<file path="config.mk">
export PLATFORM = sky130hd
export DESIGN_NAME = text_command_parser
export DESIGN_NICKNAME = d
export VERILOG_FILES = /design/src/sv/tcp_pkg.sv /design/src/sv/text_command_parser.sv /design/src/sv/tcp_scan.sv /design/src/sv/tcp_eval.sv
export SDC_FILE = /design/constraint.sdc
export NUM_CORES = 1
export LEC_CHECK = 0
export BUFFER_PORTS_ARGS = -buffer_cell sky130_fd_sc_hd__buf_2
export CORE_UTILIZATION = 40
export DETAILED_ROUTE_END_ITERATION = 12
export PLACE_DENSITY = 0.68
export SYNTH_ARGS = -nofsm -noshare
export SYNTH_HDL_FRONTEND = slang
export SYNTH_HIERARCHICAL = 1
export SYNTH_SLANG_ARGS = --single-unit
</file>
<file path="constraint.sdc">
create_clock -name clk -period 5.9 [get_ports clk]
set_clock_uncertainty 0.1 [all_clocks]
set_input_delay 0.295 -clock clk [delete_from_list [all_inputs] [get_ports clk]]
set_output_delay 0.295 -clock clk [all_outputs]
set_load 0.02 [all_outputs]
</file>
<file path="src/sv/tcp_pkg.sv">
// ----------------------------------------------------------------------------
// tcp_pkg
// Shared types, codes and character tables for the text command parser.
// ----------------------------------------------------------------------------
package tcp_pkg;

  localparam int NUM_PREFIX = 10;

  // result status codes
  localparam logic [2:0] ST_OK        = 3'd0;
  localparam logic [2:0] ST_NO_MARKER = 3'd1;
  localparam logic [2:0] ST_EMPTY     = 3'd2;
  localparam logic [2:0] ST_RANGE     = 3'd3;
  localparam logic [2:0] ST_UNKNOWN   = 3'd4;

  // command types, same order as the prefix table
  localparam logic [3:0] CMD_AUTO    = 4'd0;
  localparam logic [3:0] CMD_MANUAL  = 4'd1;
  localparam logic [3:0] CMD_HEAT    = 4'd2;
  localparam logic [3:0] CMD_COOL    = 4'd3;
  localparam logic [3:0] CMD_DEHUMID = 4'd4;
  localparam logic [3:0] CMD_HUMID   = 4'd5;
  localparam logic [3:0] CMD_SET_THI = 4'd6;
  localparam logic [3:0] CMD_SET_TLO = 4'd7;
  localparam logic [3:0] CMD_SET_HHI = 4'd8;
  localparam logic [3:0] CMD_SET_HLO = 4'd9;

  // configuration register indexes
  localparam logic [1:0] REG_TEMP_MIN = 2'd0;
  localparam logic [1:0] REG_TEMP_MAX = 2'd1;
  localparam logic [1:0] REG_HUM_MIN  = 2'd2;
  localparam logic [1:0] REG_HUM_MAX  = 2'd3;

  localparam logic signed [15:0] TEMP_MIN_RST = -16'sd500;
  localparam logic signed [15:0] TEMP_MAX_RST = 16'sd1000;
  localparam logic signed [15:0] HUM_MIN_RST  = 16'sd0;
  localparam logic signed [15:0] HUM_MAX_RST  = 16'sd1000;

  // number scan phases
  localparam logic [1:0] NUM_SKIP = 2'd0;
  localparam logic [1:0] NUM_DIG  = 2'd1;
  localparam logic [1:0] NUM_DONE = 2'd2;

  localparam logic [7:0] CH_NUL   = 8'h00;
  localparam logic [7:0] CH_TAB   = 8'h09;
  localparam logic [7:0] CH_LF    = 8'h0A;
  localparam logic [7:0] CH_CR    = 8'h0D;
  localparam logic [7:0] CH_SPACE = 8'h20;
  localparam logic [7:0] CH_PLUS  = 8'h2B;
  localparam logic [7:0] CH_MINUS = 8'h2D;
  localparam logic [7:0] CH_ZERO  = 8'h30;
  localparam logic [7:0] CH_NINE  = 8'h39;
  localparam logic [7:0] CH_M     = 8'h6D;

  localparam logic [2:0] MARKER_LEN = 3'd4;

  // "msg=", first character in the top byte
  localparam logic [31:0] MARKER_TEXT = 32'h6D73_673D;

  // command prefixes, first character in the top byte
  localparam logic [31:0] PREFIX_TEXT [NUM_PREFIX] = '{
    32'h5A44_3A00,  // ZD:
    32'h5344_3A00,  // SD:
    32'h4B4A_523A,  // KJR:
    32'h4C5A_3A00,  // LZ:
    32'h4353_3A00,  // CS:
    32'h4A53_3A00,  // JS:
    32'h5448_3A00,  // TH:
    32'h544C_3A00,  // TL:
    32'h4848_3A00,  // HH:
    32'h484C_3A00   // HL:
  };

  localparam logic [2:0] PREFIX_LEN [NUM_PREFIX] = '{
    3'd3, 3'd3, 3'd4, 3'd3, 3'd3, 3'd3, 3'd3, 3'd3, 3'd3, 3'd3
  };

  // what the evaluation stage needs from the scanner at buffer end
  typedef struct packed {
    logic        marker_done;
    logic [2:0]  ppos;
    logic        first_cr;
    logic        found;
    logic [3:0]  kind;
    logic        negative;
    logic [15:0] acc;
  } tcp_snap_t;

  function automatic logic [7:0] marker_char(input logic [1:0] idx);
    logic [4:0] sh;
    sh = 5'd24 - {idx, 3'b000};
    return MARKER_TEXT[sh +: 8];
  endfunction

  // lowest index of an alive prefix that is fully matched; {found, index}
  function automatic logic [4:0] completed_prefix(input logic [NUM_PREFIX-1:0] alive,
                                                  input logic [2:0] pos);
    logic [4:0] res;
    res = '0;
    for (int k = NUM_PREFIX - 1; k >= 0; k--) begin
      if (alive[k] && pos >= PREFIX_LEN[k]) begin
        res = {1'b1, 4'(k)};
      end
    end
    return res;
  endfunction

endpackage

</file>
<file path="src/sv/text_command_parser.sv">
// ----------------------------------------------------------------------------
// text_command_parser
// Byte-serial parser for one text command buffer with range-checked value.
// ----------------------------------------------------------------------------
//  port group | direction | handshake            | payload
//  in_*       | input     | in_valid / in_stall  | in_rx_byte, in_last_byte
//  out_*      | output    | out_valid / out_stall| out_status, out_command_type,
//             |           |                      | out_command_value
//  cfg_*      | input     | cfg_valid / cfg_ready| cfg_index, cfg_data
//
//  One byte is taken every cycle while in_stall is low. The result of a buffer
//  passes the input register, buffer-end snapshot and result register.
//  Synchronous active-low reset clears the scan state and loads the default
//  bounds. A stalled result holds only the last byte of a later buffer; other
//  bytes of the next buffer keep flowing, and one more finished buffer waits
//  in the snapshot stage before in_stall rises.
// ----------------------------------------------------------------------------
module text_command_parser (
  input  logic               clk,
  input  logic               rst_n,
  input  logic               in_valid,
  output logic               in_stall,
  input  logic [7:0]         in_rx_byte,
  input  logic               in_last_byte,
  output logic               out_valid,
  input  logic               out_stall,
  output logic [2:0]         out_status,
  output logic [3:0]         out_command_type,
  output logic signed [15:0] out_command_value,
  input  logic               cfg_valid,
  output logic               cfg_ready,
  input  logic [1:0]         cfg_index,
  input  logic [15:0]        cfg_data
);

  logic signed [15:0] temp_min_r, temp_max_r, hum_min_r, hum_max_r;
  logic               snap_valid, snap_ready;
  tcp_pkg::tcp_snap_t snap;

  assign cfg_ready = 1'b1;

  always_ff @(posedge clk) begin
    if (!rst_n) begin
      temp_min_r <= tcp_pkg::TEMP_MIN_RST;
      temp_max_r <= tcp_pkg::TEMP_MAX_RST;
      hum_min_r  <= tcp_pkg::HUM_MIN_RST;
      hum_max_r  <= tcp_pkg::HUM_MAX_RST;
    end else if (cfg_valid && cfg_ready) begin
      unique case (cfg_index)
        tcp_pkg::REG_TEMP_MIN: temp_min_r <= cfg_data;
        tcp_pkg::REG_TEMP_MAX: temp_max_r <= cfg_data;
        tcp_pkg::REG_HUM_MIN:  hum_min_r  <= cfg_data;
        tcp_pkg::REG_HUM_MAX:  hum_max_r  <= cfg_data;
        default: begin
        end
      endcase
    end
  end

  tcp_scan u_scan (
    .clk          (clk),
    .rst_n        (rst_n),
    .in_valid     (in_valid),
    .in_stall     (in_stall),
    .in_rx_byte   (in_rx_byte),
    .in_last_byte (in_last_byte),
    .snap_ready   (snap_ready),
    .snap_valid   (snap_valid),
    .snap         (snap)
  );

  tcp_eval u_eval (
    .clk               (clk),
    .rst_n             (rst_n),
    .snap_valid        (snap_valid),
    .snap_ready        (snap_ready),
    .snap              (snap),
    .temp_min          (temp_min_r),
    .temp_max          (temp_max_r),
    .hum_min           (hum_min_r),
    .hum_max           (hum_max_r),
    .out_valid         (out_valid),
    .out_stall         (out_stall),
    .out_status        (out_status),
    .out_command_type  (out_command_type),
    .out_command_value (out_command_value)
  );

endmodule

</file>
<file path="src/sv/tcp_scan.sv">
// ----------------------------------------------------------------------------
// tcp_scan
// Input register and byte-wise scanner: marker, prefix match and number.
// ----------------------------------------------------------------------------
module tcp_scan (
  input  logic                clk,
  input  logic                rst_n,
  input  logic                in_valid,
  output logic                in_stall,
  input  logic [7:0]          in_rx_byte,
  input  logic                in_last_byte,
  input  logic                snap_ready,
  output logic                snap_valid,
  output tcp_pkg::tcp_snap_t  snap
);

  logic        valid_r;
  logic [7:0]  byte_r;
  logic        last_r;
  logic        go;

  logic [2:0]  mprog_r, mprog_nxt;
  logic [2:0]  ppos_r, ppos_nxt;
  logic [tcp_pkg::NUM_PREFIX-1:0] alive_r, alive_nxt;
  logic [1:0]  nphase_r, nphase_nxt;
  logic        nneg_r, nneg_nxt;
  logic [15:0] acc_r, acc_nxt;
  logic        fcr_r, fcr_nxt;
  logic        stop_r, stop_nxt;

  logic [7:0]  c;
  logic        is_digit, is_space, is_sign;
  logic [4:0]  done_old, done_new;
  logic [19:0] acc_mul;
  logic        accumulate;

  assign c        = byte_r;
  assign go       = valid_r && (!last_r || snap_ready);
  assign in_stall = valid_r && last_r && !snap_ready;

  assign is_digit = (c >= tcp_pkg::CH_ZERO) && (c <= tcp_pkg::CH_NINE);
  assign is_space = (c == tcp_pkg::CH_SPACE) || ((c >= tcp_pkg::CH_TAB) && (c <= tcp_pkg::CH_CR));
  assign is_sign  = (c == tcp_pkg::CH_PLUS) || (c == tcp_pkg::CH_MINUS);
  assign done_old = tcp_pkg::completed_prefix(alive_r, ppos_r);

  // acc * 10 + digit, saturating at 16 bits
  assign acc_mul = {1'b0, acc_r, 3'b000} + {3'b000, acc_r, 1'b0} + {16'd0, c[3:0]};

  always_comb begin
    mprog_nxt  = mprog_r;
    ppos_nxt   = ppos_r;
    alive_nxt  = alive_r;
    nphase_nxt = nphase_r;
    nneg_nxt   = nneg_r;
    acc_nxt    = acc_r;
    fcr_nxt    = fcr_r;
    stop_nxt   = stop_r;
    accumulate = 1'b0;

    if (mprog_r >= tcp_pkg::MARKER_LEN) begin
      if (!stop_r) begin
        if (c == tcp_pkg::CH_NUL) begin
          stop_nxt = 1'b1;
          if (!done_old[4]) begin
            alive_nxt = '0;
          end else if (nphase_r != tcp_pkg::NUM_DONE) begin
            nphase_nxt = tcp_pkg::NUM_DONE;
          end
        end else if (done_old[4]) begin
          case (nphase_r)
            tcp_pkg::NUM_SKIP: begin
              if (is_sign) begin
                nneg_nxt   = (c == tcp_pkg::CH_MINUS);
                nphase_nxt = tcp_pkg::NUM_DIG;
              end else if (is_digit) begin
                nphase_nxt = tcp_pkg::NUM_DIG;
                accumulate = 1'b1;
              end else if (!is_space) begin
                nphase_nxt = tcp_pkg::NUM_DONE;
              end
            end
            tcp_pkg::NUM_DIG: begin
              if (is_digit) begin
                accumulate = 1'b1;
              end else begin
                nphase_nxt = tcp_pkg::NUM_DONE;
              end
            end
            default: begin
            end
          endcase
        end else begin
          for (int k = 0; k < tcp_pkg::NUM_PREFIX; k++) begin
            if (ppos_r >= tcp_pkg::PREFIX_LEN[k] ||
                tcp_pkg::PREFIX_TEXT[k][5'd24 - {ppos_r[1:0], 3'b000} +: 8] != c) begin
              alive_nxt[k] = 1'b0;
            end
          end
        end
      end
      if (ppos_r == 3'd0) begin
        fcr_nxt = !stop_nxt && (c == tcp_pkg::CH_CR);
      end else if (ppos_r == 3'd1 && !(fcr_r && c == tcp_pkg::CH_LF && !stop_nxt)) begin
        fcr_nxt = 1'b0;
      end
      if (ppos_r != 3'd7) begin
        ppos_nxt = ppos_r + 3'd1;
      end
    end else if (!stop_r) begin
      if (c == tcp_pkg::CH_NUL) begin
        stop_nxt = 1'b1;
      end else if (c == tcp_pkg::marker_char(mprog_r[1:0])) begin
        mprog_nxt = mprog_r + 3'd1;
      end else begin
        mprog_nxt = (c == tcp_pkg::CH_M) ? 3'd1 : 3'd0;
      end
    end

    if (accumulate) begin
      acc_nxt = (acc_mul[19:16] != 4'd0) ? 16'hFFFF : acc_mul[15:0];
    end
  end

  assign done_new = tcp_pkg::completed_prefix(alive_nxt, ppos_nxt);

  assign snap_valid       = valid_r && last_r;
  assign snap.marker_done = (mprog_nxt >= tcp_pkg::MARKER_LEN);
  assign snap.ppos        = ppos_nxt;
  assign snap.first_cr    = fcr_nxt;
  assign snap.found       = done_new[4];
  assign snap.kind        = done_new[3:0];
  assign snap.negative    = nneg_nxt;
  assign snap.acc         = acc_nxt;

  always_ff @(posedge clk) begin
    if (!rst_n) begin
      valid_r <= 1'b0;
    end else if (!in_stall) begin
      valid_r <= in_valid;
    end
  end

  always_ff @(posedge clk) begin
    if (!in_stall) begin
      byte_r <= in_rx_byte;
      last_r <= in_last_byte;
    end
  end

  always_ff @(posedge clk) begin
    if (!rst_n) begin
      mprog_r  <= '0;
      ppos_r   <= '0;
      alive_r  <= '1;
      nphase_r <= tcp_pkg::NUM_SKIP;
      nneg_r   <= 1'b0;
      acc_r    <= '0;
      fcr_r    <= 1'b0;
      stop_r   <= 1'b0;
    end else if (go) begin
      if (last_r) begin
        // buffer done: back to the idle scan state
        mprog_r  <= '0;
        ppos_r   <= '0;
        alive_r  <= '1;
        nphase_r <= tcp_pkg::NUM_SKIP;
        nneg_r   <= 1'b0;
        acc_r    <= '0;
        fcr_r    <= 1'b0;
        stop_r   <= 1'b0;
      end else begin
        mprog_r  <= mprog_nxt;
        ppos_r   <= ppos_nxt;
        alive_r  <= alive_nxt;
        nphase_r <= nphase_nxt;
        nneg_r   <= nneg_nxt;
        acc_r    <= acc_nxt;
        fcr_r    <= fcr_nxt;
        stop_r   <= stop_nxt;
      end
    end
  end

endmodule

</file>
<file path="src/sv/tcp_eval.sv">
// ----------------------------------------------------------------------------
// tcp_eval
// Buffer-end snapshot register, status/range check and result register.
// ----------------------------------------------------------------------------
module tcp_eval (
  input  logic                clk,
  input  logic                rst_n,
  input  logic                snap_valid,
  output logic                snap_ready,
  input  tcp_pkg::tcp_snap_t  snap,
  input  logic signed [15:0]  temp_min,
  input  logic signed [15:0]  temp_max,
  input  logic signed [15:0]  hum_min,
  input  logic signed [15:0]  hum_max,
  output logic                out_valid,
  input  logic                out_stall,
  output logic [2:0]          out_status,
  output logic [3:0]          out_command_type,
  output logic signed [15:0]  out_command_value
);

  logic               sv_r;
  tcp_pkg::tcp_snap_t snap_r;
  logic               ov_r;
  logic [2:0]         status_r, status_nxt;
  logic [3:0]         type_r, type_nxt;
  logic signed [15:0] value_r, value_nxt;
  logic               out_ready;
  logic signed [16:0] v, lo, hi;

  assign out_ready  = !ov_r || !out_stall;
  assign snap_ready = !sv_r || out_ready;

  assign v = snap_r.negative ? -$signed({1'b0, snap_r.acc}) : $signed({1'b0, snap_r.acc});

  always_comb begin
    if (snap_r.kind <= tcp_pkg::CMD_HUMID) begin
      lo = 17'sd0;
      hi = 17'sd1;
    end else if (snap_r.kind <= tcp_pkg::CMD_SET_TLO) begin
      lo = 17'(temp_min);
      hi = 17'(temp_max);
    end else begin
      lo = 17'(hum_min);
      hi = 17'(hum_max);
    end
  end

  always_comb begin
    type_nxt  = tcp_pkg::CMD_AUTO;
    value_nxt = '0;
    if (!snap_r.marker_done) begin
      status_nxt = tcp_pkg::ST_NO_MARKER;
    end else if (snap_r.ppos == 3'd0 || (snap_r.first_cr && snap_r.ppos >= 3'd2)) begin
      status_nxt = tcp_pkg::ST_EMPTY;
    end else if (!snap_r.found) begin
      status_nxt = tcp_pkg::ST_UNKNOWN;
    end else begin
      type_nxt = snap_r.kind;
      if (v < lo || v > hi) begin
        status_nxt = tcp_pkg::ST_RANGE;
      end else begin
        status_nxt = tcp_pkg::ST_OK;
        value_nxt  = v[15:0];
      end
    end
  end

  always_ff @(posedge clk) begin
    if (!rst_n) begin
      sv_r <= 1'b0;
      ov_r <= 1'b0;
    end else begin
      if (snap_ready) begin
        sv_r <= snap_valid;
      end
      if (out_ready) begin
        ov_r <= sv_r;
      end
    end
  end

  always_ff @(posedge clk) begin
    if (snap_ready && snap_valid) begin
      snap_r <= snap;
    end
    if (out_ready && sv_r) begin
      status_r <= status_nxt;
      type_r   <= type_nxt;
      value_r  <= value_nxt;
    end
  end

  assign out_valid         = ov_r;
  assign out_status        = status_r;
  assign out_command_type  = type_r;
  assign out_command_value = value_r;

endmodule

</file>
Yosys cells after proc, flatten, opt, wreduce, memory -nomap -nowiden
Index checks and enable logic that the tools add are counted.

Add/subtract/negate cells: 7. Eq/ne operators: 28. Reductions and logical operators: 77. Mux-type cells: 90. Shift-type cells: 11. Order comparisons: 15. Bitwise logic cells: 2.

Operator list (number): 32-bit by 6-bit indexed part select with 8-bit output (first input constant) (11); 17-bit two-way mux (5); 8-bit != test (10); 10-bit two-way mux (6); 5-bit two-way mux (11); 16-bit two-way mux (3); 3-bit two-way mux (13); 1-bit two-way mux (34); 1-bit logical AND (32); 2-bit two-way mux (15); 8-bit by 6-bit == test with 1-bit output (second input constant) (3); 19-bit by 17-bit adder with 20-bit output (1); 20-bit by 4-bit adder with 20-bit output (1); 17-bit > comparator (1); 1-bit logical OR (17); 17-bit < comparator (1); 16-bit negator with 17-bit output (1); 8-bit by 4-bit == test with 1-bit output (second input constant) (2); 3-bit >= comparator (second input constant) (4); 5-bit subtractor (first input constant) (2); 3-bit by 2-bit >= comparator with 1-bit output (second input constant) (3); 9-bit OR reduction (1); 8-bit by 7-bit == test with 1-bit output (second input constant) (1); 8-bit == test (1); 31 further kinds (51).

Word-level logic and storage cells: 261. Flip-flop bits (word level): 163. Output and inout port bits: 26. Input bits: 32.

Longest topological paths before layout
Depth in word-level cells: 26. Mapped depth: 16. Gate-level depth less buffers: 15.

Cells and area by module
The synthesis kept the hierarchy.

Modules (own cells, without submodules): tcp_scan (area an instance 4504.3 µm², instances 1, seq. area each 1031.0 µm², cells an instance 569); tcp_eval (area an instance 3206.8 µm², instances 1, seq. area each 1541.5 µm², cells an instance 283); text_command_parser (area an instance 2560.0 µm², instances 1, seq. area each 1281.2 µm², cells an instance 249).

Least setup slack after synthesis
OpenSTA, ideal clock, no wires.

Path kind: register -> register. Start point: reg u_eval/snap_r[9] (netlist bit). End point: reg u_eval.value_r[11] (netlist: u_eval/out_command_value[11]) (data pin). Required time: 5535 ps. Library setup time: 265 ps. Buffers on the path: 1. Cell stages (with the launch flop): 13. Path slack: 1959 ps. Period minus slack after synthesis: 3941 ps. Arrival time: 3576 ps. Path through: edfxtp_1 -> or4_1 -> or4_1 -> o21ai_0 -> xnor2_1 -> ha_1 -> nand4_1 -> nor4b_1 -> or3_1 -> o41a_1 -> o211ai_2 -> buf_6 -> nor2_1.

Longest elaborated chain between the ends: 5. Elaborated cells on any way between the ends: 6. Classes of those cells: add/sub (1); order compare (2); mux (1); reduce/logical (2).

Ends and longest elaborated chain: start: declaration (RTL line tcp_eval.sv:23) `tcp_pkg::tcp_snap_t snap_r;`; start signal: assignment (RTL line tcp_eval.sv:85) `snap_r <= snap;`; 16-bit negator with 17-bit output (*) (RTL line tcp_eval.sv:34) `assign v = snap_r.negative ? -$signed({1'b0, snap_r.acc}) : $signed({1'b0, snap_r.acc});`; 17-bit two-way mux (*) (RTL line tcp_eval.sv:34); named net u_eval.v[15] (RTL line tcp_eval.sv:29) `logic signed [16:0] v, lo, hi;`; 17-bit < comparator or 17-bit > comparator (tied branches) (RTL line tcp_eval.sv:60) `if (v < lo || v > hi) begin`; 1-bit logical OR (*) (RTL line tcp_eval.sv:60); 4-bit OR reduction (no source line) (*); end signal: assignment (RTL line tcp_eval.sv:90) `value_r <= value_nxt;`; end: declaration (RTL line tcp_eval.sv:27) `logic signed [15:0] value_r, value_nxt;`.

The timed path passes the listed nets; every way through them passes the cells marked *. A chain may end at the register's enable or synchronous reset.

Worst setup path in the final report
Start point: reg u_eval/snap_r[0] (netlist bit). End point: reg u_eval.value_r[5] (netlist: u_eval/out_command_value[5]) (data pin).

Same word-level chain as after synthesis.

==> run_results.csv <==
group,metric,value,unit
logic_synthesis,syn-num-nets,1201,
clocking,cts_resized,0,
floorplan,core.rowCount,58,
power,p_int,1.83,mW
logic_synthesis,ys.flop_type,"dfxtp_1",
clocking,cts_sinks,163,
power,p_leak,4.45,nW
logic_synthesis,postSynth.asyncResetShare,0,%
worst_hold_path,min_path_type,"in -> reg",
final_layout,areaGrowthSynthToFinish,10.4,%
detailed_routing,drc,0,
clocking,cts_tree,"built",
final_layout,multi_input_area,5930,sq um
grt,antenna_found_initial,0,
sta,setup_violations,0,
final_layout,drive_gt1_share,10.9,%
placement,place_area,10700,sq um
power,p_switching,0.605,mW
clocking,clk_latency,0.43,ns
clocking,clk_path_buf_depth,2,
sta,holdWs,0.0288,ns
power,clkPwrFrac,42.9,%
logic_synthesis,synth_seq_area_share,37.5,%
worst_setup_path,arrival,4.46,ns
sta,final_hold_viol_count,0,
power,p_per_area,215,nW/um^2
clocking,clkTransAtPathRegs,0.07,ns
sta,worst_slew_margin_rel,27.9,%
logic_synthesis,synth_edf_count,59,
floorplan,die_area,26300,sq um
final_layout,antenna_cells,0,
power,p_sw_share,24.8,%
worst_setup_path,cp_max_fo,16,
grt,grt_first_pass_wirelength,40500,microns
power,seqPwrFrac,49.8,%
final_layout,nets,1229,
detailed_routing,first_pass_iters,5,
floorplan,io_pins,58,
clocking,cts_root_buf,"clkbuf_16",
detailed_routing,wl,25000,microns
flow_run,maxCapViolations,0,
sta,fin_setup_tns,0,ns
sta,drv_slew,0,
floorplan,die_y,162,microns
power,finalPower,2.44,mW
sta,rsz0062_at_grt,"false",
logic_synthesis,ys.warnings.count,6,
sta,worst_pin_slew,1.08,ns
logic_synthesis,syn_inst,1101,
floorplan,initial_utilization,40.8,%
detailed_routing,ant_nets,0,
clocking,ctsHoldBuffers,10,
clocking,cts_buffers,17,
worst_setup_path,cp.required,5.95,ns
logic_synthesis,syn_area_per_cell,9.33,sq um
sta,max_freq,227,MHz
grt,grt.overflow.total,0,
final_layout,fillers,2389,
clocking,htree_levels,4,
sta,layout_min_cycle_time,4.41,ns
placement,portBuffers,56,
logic_synthesis,ys_ff_latch,163,
power,ir_drop,0.000160,V
worst_setup_path,startpoint_type,"register",
grt,grt_pass1_vias,7802,
detailed_routing,via_per_inst,5.69,
logic_synthesis,synthesis.area,10300,sq um
clocking,cts_setup_buffers,0,
sta,fin_crit_sh,74.8,%
floorplan,die_w,162,microns
detailed_routing,wl_per_cell,17.0,microns
final_layout,fin_area,11300,sq um
final_layout,regArea,3850,sq um
detailed_routing,vias,8365,
run_status,status,"complete, no violations",
worst_setup_path,path_class,"reg -> reg",
placement,dp_hpwl,18300,microns
floorplan,core,25200,sq um
placement,gp_congestion,0.914,
grt,grt_max_degree,93,
logic_synthesis,synth.distinct_cells,87,
power,pwr-share-comb,7.3,%
detailed_routing,drtIter0Drc,676,
worst_setup_path,cp-end-kind,"register",
grt,grt_use_total,19.4,%
-- sequential cells by signal, summed over array words and instances, names as in the netlist, 4 cells and up --
name	flops
u_scan/byte_r	8
u_eval/snap_r	27
u_eval/out_command_type	4
hum_max_r	16
u_scan/acc_r	16
temp_min_r	16
u_eval/out_command_value	16
hum_min_r	16
temp_max_r	16
u_scan/alive_r	10
-- stage by stage --
step / std cells / worst slack [ns] / util, %
after floorplan: 1101 / 1.96 / -
after global placement: 1430 / 1.63 / 42.5
after detailed placement: 1430 / 1.51 / 42.5
after CTS: 1471 / 1.48 / 45.0
after global routing: 1471 / 1.16 / 45.0
final: 1471 / 1.49 / 45.0
-- cell type report --
cell class              count  share of cell area, %
inverters                  39                   1.29
flip-flops and latches    163                   34.0
multi-input cells         833                   52.3
clock buffers              20                   4.04
repair buffers             75                   3.95
clock inverters            11                  0.794
well taps                 330                   3.64
-- layout by cell type, fill, tap and decap left out, types with 29 or more instances in the layout --
cell        n
a21oi_1    34
nor2_1     84
dfxtp_1   104
nand2_1   113
o21ai_0    52
buf_2      56
mux2i_1    58
a22oi_1    29
edfxtp_1   59
inv_1      39
ha_1       66
xnor2_1    31
nor2b_1    44
-- synth_stat cells, drive strengths merged (15+ instances only) --
library cell  count  area (sq um)
a21oi            34           170
a22oi            29           218
and2             16           100
buf              35           230
clkbuf           31           116
dfxtp           104          2080
edfxtp           59          1770
ha               66           826
inv              39           146
mux2i            58           581
nand2           113           424
nand3            15          87.6
nand4            15          93.8
nor2             86           339
nor2b            44           275
nor3             15          75.1
nor4             19           178
o211ai           23           183
o21ai            63           315
xnor2            31           272
-- final timing paths --
path / start / cells past startpoint / slack (ns) / to
worst min register to register: temp_max_r[11] / 2 / 0.36 / temp_max_r[11]
worst min-delay path: cfg_data[9] / 3 / 0.03 / hum_min_r[9]
worst max-delay path: u_eval/snap_r[0] / 13 / 1.49 / u_eval/out_command_value[5]
worst max register to register: u_eval/snap_r[0] / 13 / 1.49 / u_eval/out_command_value[5]
-- worst max-delay path: stages (launching register included) --
cell and delay [ns]:
edfxtp_1 0.42, inv_1 0.16, ha_1 0.21, nor3b_1 0.34, nand2_1 0.15, o41ai_1 0.41, xnor2_1 0.24, ha_1 0.31
nand4_1 0.17, nor4b_1 0.07, or3_1 0.40, o41a_1 0.45, o211ai_2 0.58, nor2b_1 0.11
-- cell families (layout without fill, tap and decap cells) --
kind of cell / count (synthesis) / after routing / share of synthesized area, %
xor gates and xnor gates: 44 / 44 / 3.83
adders and majority gates: 68 / 68 / 8.43
other: 1 / 1 / 0.0365
and+or+nand+nor: 403 / 403 / 21.7
DFF: 163 / 163 / 37.5
muxes: 58 / 58 / 5.65
buffers and inverters: 105 / 145 / 4.80
AOI/OAI and AO/OA: 259 / 259 / 18.0
-- per-layer routing --
metal  global-route usage (%)  wire length, microns  vias to the layer above  share of wire (%)
met5                        0                     0                        -                  0
met3                     3.86                  1360                       25                5.4
met2                     31.8                 11700                      243                 47
met4                     5.06                   322                        0                1.3
li1                         -                     -                     4124                  -
met1                     26.0                 11600                     3973                 46
-- power by group through the flow --
| stage | Clock, mW | Combinational, mW | Sequential [mW] |
|---|---|---|---|
| 2_1_floorplan | 0 | 0.131 | 1.23 |
| 3_3_place_gp | 0 | 0.169 | 1.24 |
| 3_5_place_dp | 0 | 0.172 | 1.24 |
| 4_1_cts | 1.06 | 0.178 | 1.21 |
| 5_1_grt | 1.11 | 0.195 | 1.22 |
| 6_report | 1.04 | 0.178 | 1.21 |
Note: power is estimated with default switching activity, not from simulation.
